<file path="src/hw/rtl/vector3_normalize_defines.svh">
// assertion macros for the vector normaliser
`ifndef VECTOR3_NORMALIZE_DEFINES_SVH
`define VECTOR3_NORMALIZE_DEFINES_SVH
`ifndef NO_ASSERTIONS
// same-cycle implication, held off during reset
`define V3N_ASSERT_IMP(lbl, clk, rst_n, a, c) \
    lbl: assert property (@(posedge clk) disable iff (!rst_n) (a) |-> (c)) \
        else $error("vector3_normalize assertion failed");
// next-cycle implication, also checked in reset
`define V3N_ASSERT_NXT(lbl, clk, a, c) \
    lbl: assert property (@(posedge clk) (a) |=> (c)) \
        else $error("vector3_normalize assertion failed");
`else
`define V3N_ASSERT_IMP(lbl, clk, rst_n, a, c)
`define V3N_ASSERT_NXT(lbl, clk, a, c)
`endif
`endif

</file>
<file path="src/hw/rtl/v3n_pkg.sv">
package v3n_pkg;
    // default component input width
    localparam int IN_WIDTH_DEF = 32;
    // default fraction bits of the normalised output
    localparam int OUT_FRAC_BITS_DEF = 16;
endpackage

</file>
<file path="src/hw/rtl/v3n_sqrt_cell.sv">
module v3n_sqrt_cell #(
    parameter int IN_WIDTH = v3n_pkg::IN_WIDTH_DEF
) (
    input  logic                  i_clk,
    input  logic                  i_rst_n,
    input  logic                  i_en,
    input  logic                  i_valid,
    input  logic [2*IN_WIDTH-1:0] i_rad,
    input  logic [IN_WIDTH+1:0]   i_rem,
    input  logic [IN_WIDTH-1:0]   i_root,
    input  logic [3*IN_WIDTH-1:0] i_mag,
    input  logic [2:0]            i_neg,
    output logic                  o_valid,
    output logic [2*IN_WIDTH-1:0] o_rad,
    output logic [IN_WIDTH+1:0]   o_rem,
    output logic [IN_WIDTH-1:0]   o_root,
    output logic [3*IN_WIDTH-1:0] o_mag,
    output logic [2:0]            o_neg
);
    localparam int W  = IN_WIDTH;
    localparam int RW = W + 2;

    logic            r_valid;
    logic [2*W-1:0]  r_rad;
    logic [RW-1:0]   r_rem;
    logic [W-1:0]    r_root;
    logic [3*W-1:0]  r_mag;
    logic [2:0]      r_neg;
    logic [RW+1:0]   s_cur;
    logic [RW+1:0]   s_trial;
    logic [RW+1:0]   s_diff;
    logic [RW-1:0]   n_rem;
    logic [W-1:0]    n_root;

    // one root bit from the next pair of radicand bits
    always_comb begin
        s_cur   = {i_rem, i_rad[2*W-1 -: 2]};
        s_trial = {2'b00, i_root, 2'b01};
        s_diff  = s_cur - s_trial;
        if (s_cur >= s_trial) begin
            n_rem  = s_diff[RW-1:0];
            n_root = {i_root[W-2:0], 1'b1};
        end else begin
            n_rem  = s_cur[RW-1:0];
            n_root = {i_root[W-2:0], 1'b0};
        end
    end

    always_ff @(posedge i_clk) begin
        if (!i_rst_n) begin
            r_valid <= 1'b0;
        end else if (i_en) begin
            r_valid <= i_valid;
        end
    end

    always_ff @(posedge i_clk) begin
        if (i_en) begin
            r_rad  <= {i_rad[2*W-3:0], 2'b00};
            r_rem  <= n_rem;
            r_root <= n_root;
            r_mag  <= i_mag;
            r_neg  <= i_neg;
        end
    end

    assign o_valid = r_valid;
    assign o_rad   = r_rad;
    assign o_rem   = r_rem;
    assign o_root  = r_root;
    assign o_mag   = r_mag;
    assign o_neg   = r_neg;
endmodule

</file>
<file path="config.mk">
export PLATFORM = sky130hd
export DESIGN_NAME = v3n_sqrt_cell
export DESIGN_NICKNAME = d
export VERILOG_FILES = /design/src/hw/rtl/vector3_normalize_defines.svh /design/src/hw/rtl/v3n_pkg.sv /design/src/hw/rtl/v3n_sqrt_cell.sv
export SDC_FILE = /design/constraint.sdc
export NUM_CORES = 1
export LEC_CHECK = 0
export BUFFER_PORTS_ARGS = -buffer_cell sky130_fd_sc_hd__buf_2
export CAP_MARGIN = 20
export CORE_AREA = 2 2 178 180
export CTS_CLUSTER_DIAMETER = 120
export CTS_CLUSTER_SIZE = 16
export DETAILED_ROUTE_END_ITERATION = 16
export DIE_AREA = 0 0 180 182
export PLACE_DENSITY = 0.63
export SYNTH_ARGS = -nofsm -noshare
export SYNTH_HDL_FRONTEND = slang
export SYNTH_SLANG_ARGS = --single-unit
</file>
<file path="constraint.sdc">
create_clock -name i_clk -period 3.15 [get_ports i_clk]
set_input_delay 0.1575 -clock i_clk [delete_from_list [all_inputs] [get_ports i_clk]]
set_output_delay 0.1575 -clock i_clk [all_outputs]
set_load 0.005 [all_outputs]
</file>
==> reports/summary.txt <==
Yosys cell types - 58
Worst Path Max Fanout - 29
drt pass-1 iters - 4
synth cell count leaders - edfxtp_1 (227), nand2_1 (48), inv_1 (41), ha_1 (34), o21ai_1 (31)
IO Port Bufs - 460
count leader, synth - edfxtp_1
status - finished clean
CP Capture Type - flip-flop
routed len/inst - 20.6 um
largest net degree at the start of global routing - 80
clk sink count - 228
final setup fails - 0
area occupied by multi-input gates - 2170 sq um
Reg clk slew, reported paths - 90 ps
Max VDD drop - 0.319 mV
# IOs - 463
Crit path arrival time - 3130 ps
H-tree depth - 1
PostCTS Resize Cnt - 0
DRT Wirelength - 35100 um
Util after Layout - 48.0%
DP HPWL - 25300 um
Worst Path Required - 3420 ps
Top FF cell, synth - edfxtp_1
layout cell share with drive strength beyond 1 - 38.4%
register area - 6840 sq um
latest clock arrival within the worst-skew pair - 490 ps
total global-route track usage - 20.4%
CTS Hold Bufs - 225
initial antenna violation count - 2
Final GP Congestion - 0.901
fin nets - 1565
die area - 32800 sq um
Max-Cap Viols - 0
CTS root buffer - clkbuf_16
vias in the first global route - 8112
final non-filler cell area - 14900 sq um
share of the synthesized area in the top cell type - 73.9%
post-route ant nets - 0
sequential share of the synthesized area - 74.1%
Pleak - 0.00650 uW
Core Footprint - 31000 sq um
pwr/cell area - 497 nW/um^2
Layout area overhead - 61.3%
Synth area leader - edfxtp_1
row count - 65
final setup TNS - 0 ps
Gate Count Post-Synth - 596
clock skew - 0 ps
EDFF count, synth - 227
first-pass GRT wire length - 50800 um
CTS Buf Count - 18
Die W - 180 um
Vias/cell - 4.64
yosys synthesis warning count - 0
CTS tree - done
DRC - 0
Hold/Removal Path Class - in2reg
DIE HEIGHT - 182 um
Fin. Hold Viols - 0
DRT iter0 DRCs - 495
Final Cycle Share - 90.9%
DP Area - 12100 sq um
Slew Limit Fails - 0
GR Overflow Total - 0
RSZ-0062 raised after global routing - false
Worst Tran Pin Value - 637 ps
initial core utilization - 29.8%
Cell Area, Synth - 9230 sq um
vias after detailed routing - 7925
Post-synth ARST share - 0%
Slew headroom - 57.5%
Filler Cell Count - 2691
CP Launch Type - input pin
syn avg cell area - 15.5 sq um
Fmax - 349 MHz
setup bufs post-CTS - 0
WS Path Type - in2reg
Seq cells post-synth - 228
post-route minimum period - 2860 ps
Max Buffers Root-to-Sink - 3
main area contributors after synthesis - edfxtp_1 (74%), ha_1 (4.6%), nand2_1 (2.0%)
[final timing paths]
path         slack [ps]            startpoint              endpoint  cells after the start
min                  30             i_rem[18]   o_rem[20]$_DFFE_PP_                      3
max reg2reg        2020  o_valid$_SDFFE_PN0P_  o_valid$_SDFFE_PN0P_                      3
min reg2reg        1060  o_valid$_SDFFE_PN0P_  o_valid$_SDFFE_PN0P_                      3
max                 290            i_root[15]   o_rem[26]$_DFFE_PP_                     13
[sequential cells by signal (all words and copies together) (netlist names)]
register  cells
o_mag        96
o_neg         3
o_rad        62
o_rem        34
o_root       32
o_valid       1
[stage by stage]
stage          setup slack [ps]  instances  total power, uW  hold WS [ps]
6_report                    288       1708             7400          29.8
3_5_place_dp                314       1455             4930           336
2_1_floorplan               626        597             4250           256
4_1_cts                     312       1707             7480          5.68
3_3_place_gp                369       1455             4920           333
5_1_grt                    54.2       1708             7700          12.1
[cell families after synthesis]
logic type	synth area share [%]
flops	74.1
buf+inv	2.48
fa+ha+maj	4.61
compound gates	9.35
mux	0.800
simple gates	5.98
xor+xnor	2.66
other cells	0.0406
[worst max-delay path: stages]
cell and delay, ps:
dlygate4sd3_1 550, buf_2 140, inv_1 40, ha_1 370
a21o_1 210, a221oi_1 90, o31a_1 330, o221ai_1 280
a211oi_1 80, o21a_2 270, buf_4 230, and2_1 190
a31o_1 180
[cell usage in the layout (no fill, tap or decap), drive strengths merged, types with 3 or more instances in the layout]
master       count
mux2             3
o211ai           3
ha              34
nand2           48
nor2b            3
mux2i            4
and2             6
nor2            14
o31ai            3
a21oi           26
o41ai            3
xnor2           12
xor2            16
nor3             8
a21boi           3
nand3            4
buf            470
and3             9
nand4            7
edfxtp         227
inv             43
o21ai           44
nand2b           6
clkbuf          25
a31oi            5
dlygate4sd3    225
a21o            22
[layout make-up]
cell class | count | area share [%]
Sequential cell | 228 | 45.9
Clock inverter | 2 | 0.261
Inverter | 42 | 1.06
Clock buffer | 25 | 3.35
Timing Repair Buffer | 695 | 31.4
Antenna cell | 1 | 0.0168
Tap cell | 402 | 3.38
Multi-Input combinational cell | 313 | 14.6
[report_power, final]
group | switching, uW | total [uW] | internal, uW
Combinational | 695 | 1380 | 683
Clock | 1100 | 2280 | 1190
Sequential | 76.7 | 3740 | 3660
[routing by layer]
metal / GRT usage (%) / share of wire (%) / wire (um) / up-vias
li1: - / - / - / 3651
met4: 7.97 / 4.1 / 1460 / 2
met1: 25.1 / 41 / 14200 / 3839
met3: 5.11 / 7.1 / 2500 / 65
met2: 34.5 / 48 / 16900 / 368
met5: 0 / 0.037 / 13 / -
(Power assumes the default switching activity.)
