`src/hw/rtl/vector3_normalize_defines.svh`:
```
// assertion macros for the vector normaliser
`ifndef VECTOR3_NORMALIZE_DEFINES_SVH
`define VECTOR3_NORMALIZE_DEFINES_SVH
`ifndef NO_ASSERTIONS
// same-cycle implication, held off during reset
`define V3N_ASSERT_IMP(lbl, clk, rst_n, a, c) \
    lbl: assert property (@(posedge clk) disable iff (!rst_n) (a) |-> (c)) \
        else $error("vector3_normalize assertion failed");
// next-cycle implication, also checked in reset
`define V3N_ASSERT_NXT(lbl, clk, a, c) \
    lbl: assert property (@(posedge clk) (a) |=> (c)) \
        else $error("vector3_normalize assertion failed");
`else
`define V3N_ASSERT_IMP(lbl, clk, rst_n, a, c)
`define V3N_ASSERT_NXT(lbl, clk, a, c)
`endif
`endif

```
`src/hw/rtl/v3n_pkg.sv`:
```
package v3n_pkg;
    // default component input width
    localparam int IN_WIDTH_DEF = 32;
    // default fraction bits of the normalised output
    localparam int OUT_FRAC_BITS_DEF = 16;
endpackage

```
`src/hw/rtl/v3n_div_cell.sv`:
```
module v3n_div_cell #(
    parameter int IN_WIDTH      = v3n_pkg::IN_WIDTH_DEF,
    parameter int OUT_FRAC_BITS = v3n_pkg::OUT_FRAC_BITS_DEF
) (
    input  logic                         i_clk,
    input  logic                         i_rst_n,
    input  logic                         i_en,
    input  logic                         i_valid,
    input  logic [IN_WIDTH-1:0]          i_len,
    input  logic [3*IN_WIDTH-1:0]        i_rem,
    input  logic [2:0]                   i_bit,
    input  logic [3*(OUT_FRAC_BITS+1)-1:0] i_quo,
    input  logic [2:0]                   i_neg,
    input  logic                         i_zero,
    output logic                         o_valid,
    output logic [IN_WIDTH-1:0]          o_len,
    output logic [3*IN_WIDTH-1:0]        o_rem,
    output logic [3*(OUT_FRAC_BITS+1)-1:0] o_quo,
    output logic [2:0]                   o_neg,
    output logic                         o_zero
);
    localparam int W  = IN_WIDTH;
    localparam int QW = OUT_FRAC_BITS + 1;

    logic            r_valid;
    logic [W-1:0]    r_len;
    logic [3*W-1:0]  r_rem;
    logic [3*QW-1:0] r_quo;
    logic [2:0]      r_neg;
    logic            r_zero;
    logic [3*W-1:0]  n_rem;
    logic [3*QW-1:0] n_quo;
    logic [W:0]      s_cur  [0:2];
    logic [W:0]      s_diff [0:2];

    // one quotient bit per lane
    always_comb begin
        for (int i = 0; i < 3; i++) begin
            s_cur[i]  = {i_rem[i*W +: W], i_bit[i]};
            s_diff[i] = s_cur[i] - {1'b0, i_len};
            if (s_cur[i] >= {1'b0, i_len}) begin
                n_rem[i*W +: W]   = s_diff[i][W-1:0];
                n_quo[i*QW +: QW] = {i_quo[i*QW +: QW-1], 1'b1};
            end else begin
                n_rem[i*W +: W]   = s_cur[i][W-1:0];
                n_quo[i*QW +: QW] = {i_quo[i*QW +: QW-1], 1'b0};
            end
        end
    end

    always_ff @(posedge i_clk) begin
        if (!i_rst_n) begin
            r_valid <= 1'b0;
        end else if (i_en) begin
            r_valid <= i_valid;
        end
    end

    always_ff @(posedge i_clk) begin
        if (i_en) begin
            r_len  <= i_len;
            r_rem  <= n_rem;
            r_quo  <= n_quo;
            r_neg  <= i_neg;
            r_zero <= i_zero;
        end
    end

    assign o_valid = r_valid;
    assign o_len   = r_len;
    assign o_rem   = r_rem;
    assign o_quo   = r_quo;
    assign o_neg   = r_neg;
    assign o_zero  = r_zero;
endmodule

```
`config.mk`:
```
export PLATFORM = sky130hd
export DESIGN_NAME = v3n_div_cell
export DESIGN_NICKNAME = d
export VERILOG_FILES = /design/src/hw/rtl/vector3_normalize_defines.svh /design/src/hw/rtl/v3n_pkg.sv /design/src/hw/rtl/v3n_div_cell.sv
export SDC_FILE = /design/constraint.sdc
export NUM_CORES = 1
export LEC_CHECK = 0
export BUFFER_PORTS_ARGS = -buffer_cell sky130_fd_sc_hd__buf_2
export CAP_MARGIN = 20
export CORE_MARGIN = 2
export CORE_UTILIZATION = 53
export CTS_CLUSTER_SIZE = 28
export DETAILED_ROUTE_END_ITERATION = 10
export MAX_ROUTING_LAYER = met4
export PLACE_DENSITY = 0.79
export SETUP_SLACK_MARGIN = 0.05
export SYNTH_ARGS = -nofsm -noshare
export SYNTH_HDL_FRONTEND = slang
export SYNTH_SLANG_ARGS = --single-unit
```
`constraint.sdc`:
```
create_clock -name i_clk -period 3.3 [get_ports i_clk]
set_input_delay 0.495 -clock i_clk [delete_from_list [all_inputs] [get_ports i_clk]]
set_output_delay 0.495 -clock i_clk [all_outputs]
set_load 0.02 [all_outputs]
```
==> summary.txt <==
Min path
  – Hold Crit Class: input pin to flop

GRT
  – Leftover overflow at the end of global routing: 0
  – Wire length of the first global-routing pass: 55910 microns
  – Antenna violations before repair: 8
  – Layer carrying the most global-route usage: met2
  – Met1 Usage GRT: 36.08%
  – Met3 Resource Use GR: 5.492%
  – Number of global-route vias before repair: 10830
  – Pin count of the biggest net entering global routing: 82
  – Met2 Resource Use GR: 53.81%
  – Total global-route track usage: 31.14%

Layout
  – Commonest non-fill, non-tap cell in the layout: sky130_fd_sc_hd__buf_2
  – Area added between synthesis and finish: 30.74%
  – Net count reported at finish: 1929
  – Number of fill cells: 1738
  – Share of final-layout standard cells stronger than drive strength 1: 34.91%
  – Commonest cells after routing, fill and taps aside: sky130_fd_sc_hd__buf_2, sky130_fd_sc_hd__edfxtp_1, sky130_fd_sc_hd__buf_4, sky130_fd_sc_hd__nand2_1, sky130_fd_sc_hd__a21oi_1
  – Design area: 15690 sq um
  – Fin util: 69.95%

Clock network
  – Clock transition at path regs: 80 ps
  – Number of post-CTS setup repair buffers: 0
  – CTS tree: built
  – Clock latency at the later pin of the worst-skew pair: 440 ps
  – Hold bufs inserted after CTS: 0
  – Number of clock sinks: 184
  – Max Buffers Root-to-Sink: 2
  – Deepest level of the CTS H-tree: 4
  – Cell chosen for the clock root: sky130_fd_sc_hd__clkbuf_16
  – Number of buffers added by the clock tree synthesis step: 17
  – Post-cts resize count: 0

Timing
  – Setup violators final: 0
  – Transition time at the pin with the least slew margin: 716.2 ps
  – Setup repair after global routing missed its margin: no
  – Share of the clock period used by the worst path after layout: 89.83%
  – Crit path setup slack, layout: 335.7 ps
  – Final Max Slew Viols: 0
  – Final critical-path required period: 2964 ps
  – Clock skew after layout: 0 ps
  – Final Hold Fails: 0
  – Peak clock frequency supported by timing: 337.3 MHz
  – Max-slew headroom: 52.26%

Place
  – Estimated wirelength of the detail-placed design: 29730 microns
  – Gpl congestion: 0.9687
  – Buffers on Ports: 370
  – Pre-CTS setup slack: -124.0 ps
  – Instance area at placement: 15080 sq um

Floorplan
  – Die width: 154.5 microns
  – Die area: 23870 sq um
  – Site row count: 55
  – Effective utilization at floorplan: 53.50%
  – Placeable core region: 22430 sq um
  – Height of the die: 154.5 microns
  – Number of top-level design ports: 374

Detailed routing
  – WL/cell: 19.02 microns
  – Remaining number of nets flagged by the antenna check after routing: 0
  – Drt via density: 5.724
  – Count of vias placed by the detailed router: 11150
  – Total wire length after detailed routing: 37060 microns
  – Detailed-router iteration count before antenna repair: 6
  – Post-route DRC: 0
  – DRC violation total after the first TritonRoute iteration: 657

Synth
  – Post-synthesis instance area: 12000 sq um
  – Count of distinct cell types in the synthesized netlist: 79
  – Seq/Total Area, Yosys: 45.95%
  – Synth async-reset ratio: 0%
  – Post-Synthesis Net Count: 1450
  – Cell count after synthesis: 1161
  – Count of flip-flops with a built-in enable after synthesis: 183
  – Yosys warnings: 0
  – Leading register cell type out of synthesis: sky130_fd_sc_hd__edfxtp_1
  – Synthesized flop and latch total: 184
  – Synth Area per Inst: 10.34 sq um

Pwr
  – Power per cell area: 486.8 nW/um^2
  – Worst VDD drop: 0.3188 mV
  – Leakage power: 7.153 nW

Worst setup path
  – WS Path Type: input pin to flop
  – Element type at the critical path start: input pin
  – Required time at the worst-slack endpoint: 3490 ps
  – Critical path's largest stage delay: 400 ps
  – Worst endpoint data arrival time: 3150 ps
  – Critical path peak fanout: 4
  – Critical Path, Cell by Cell: buf_2 -> ha_1 -> fa_1 -> nor2b_1 -> o211ai_1 -> a21oi_1 -> o21ai_2 -> o311ai_2 -> a31oi_2 -> o21ai_0 -> a2111oi_0 -> nand3b_1
  – Capturing element type of the critical path: flop
  – Cell with the biggest individual delay on the critical path: sky130_fd_sc_hd__fa_1

Flow run
  – MaxCap Viol Count: 0

Status
  – Run status: complete, no violations
-- routing by layer --
| metal | wire length, microns | vias up |
|---|---|---|
| met5 | 0 | - |
| met4 | 1413 | 0 |
| met3 | 2687 | 91 |
| met2 | 18440 | 475 |
| met1 | 14520 | 5277 |
| li1 | - | 5308 |
-- logic make-up (layout without fill, tap and decap cells) --
logic type / Yosys count / in the layout / share of synthesized area, %
muxes: 18 / 18 / 1.783
other: 0 / 10 / 0
xor gates and xnor gates: 79 / 79 / 5.765
AOI/OAI and AO/OA: 372 / 372 / 20.48
adders and majority gates: 99 / 99 / 10.51
buffers and inverters: 114 / 606 / 4.044
and+or+nand+nor: 295 / 295 / 11.47
DFF: 184 / 184 / 45.95
-- critical path, delay by kind of cell --
kind | cells | cell delay, ps
buffers and inverters | 1 | 150
AOI/OAI and AO/OA | 7 | 1540
and+or+nand+nor | 2 | 340
adders and majority gates | 2 | 630
-- registers in the layout (all words and copies together) (netlist names) --
name	cells
o_len	32
o_rem	96
o_neg	3
o_valid	1
o_zero	1
o_quo	51
-- path summary, 6_finish.rpt --
check,slack [ps],end,cells after the start,start
worst max register to register,2700,o_valid,2,o_valid
worst min-delay path,230,o_quo[18],1,i_quo[17]
worst min register to register,540,o_valid,2,o_valid
worst max-delay path,340,o_rem[60],12,i_len[0]
-- power by group --
part	internal [mW]	switching [mW]	leakage, nW	total, mW
Combinational	1.04	1.52	5.07	2.56
Sequential	2.94	0.0741	1.80	3.01
Clock	1.02	1.05	0.280	2.07
-- stage by stage --
stage          std cells  hold WS [ps]  power, mW  TNS (ps)
2_1_floorplan       1161         589.3      4.608         0
3_3_place_gp        1906         499.8      5.545    -825.6
3_5_place_dp        1906         510.0      5.584     -2737
4_1_cts             1938         218.4      7.651         0
5_1_grt             1946         218.2      7.957         0
6_report            1948         227.1      7.639         0
-- synth_stat cells (4+ instances only) --
master	instances	area, sq um
sky130_fd_sc_hd__a211oi_1	6	45.04
sky130_fd_sc_hd__a21boi_0	5	37.54
sky130_fd_sc_hd__a21o_1	49	367.9
sky130_fd_sc_hd__a21oi_1	101	505.5
sky130_fd_sc_hd__a21oi_2	4	35.03
sky130_fd_sc_hd__a31oi_1	7	43.79
sky130_fd_sc_hd__and2_1	9	56.30
sky130_fd_sc_hd__and3_1	9	56.30
sky130_fd_sc_hd__buf_2	9	45.04
sky130_fd_sc_hd__buf_6	5	56.30
sky130_fd_sc_hd__clkbuf_1	26	97.59
sky130_fd_sc_hd__clkbuf_2	4	20.02
sky130_fd_sc_hd__edfxtp_1	183	5495
sky130_fd_sc_hd__ha_1	96	1201
sky130_fd_sc_hd__inv_1	68	255.2
sky130_fd_sc_hd__mux2_2	11	123.9
sky130_fd_sc_hd__mux2_4	4	60.06
sky130_fd_sc_hd__nand2_1	107	401.6
sky130_fd_sc_hd__nand2b_1	7	43.79
sky130_fd_sc_hd__nand3_1	20	100.1
sky130_fd_sc_hd__nand4_1	27	168.9
sky130_fd_sc_hd__nor2_1	71	266.5
sky130_fd_sc_hd__nor2b_1	12	75.07
sky130_fd_sc_hd__nor3_1	14	70.07
sky130_fd_sc_hd__nor4_1	4	25.02
sky130_fd_sc_hd__o211ai_1	9	67.56
sky130_fd_sc_hd__o21a_1	17	127.6
sky130_fd_sc_hd__o21ai_0	85	425.4
sky130_fd_sc_hd__o21ai_1	20	100.1
sky130_fd_sc_hd__o21bai_1	11	82.58
sky130_fd_sc_hd__o31ai_1	5	37.54
sky130_fd_sc_hd__xnor2_1	44	385.4
sky130_fd_sc_hd__xor2_1	35	306.5
-- final cells by class --
class                           count  area, sq um  area share (%)
Multi-Input combinational cell    863         6011           38.30
Antenna cell                       10        25.02          0.1595
Sequential cell                   184         5515           35.15
Clock buffer                       18        429.2           2.735
Inverter                           69        259.0           1.650
Timing Repair Buffer              505         2937           18.71
Tap cell                          285        356.6           2.272
Clock inverter                     14        160.2           1.021
Power figures use the tool's default switching activity.
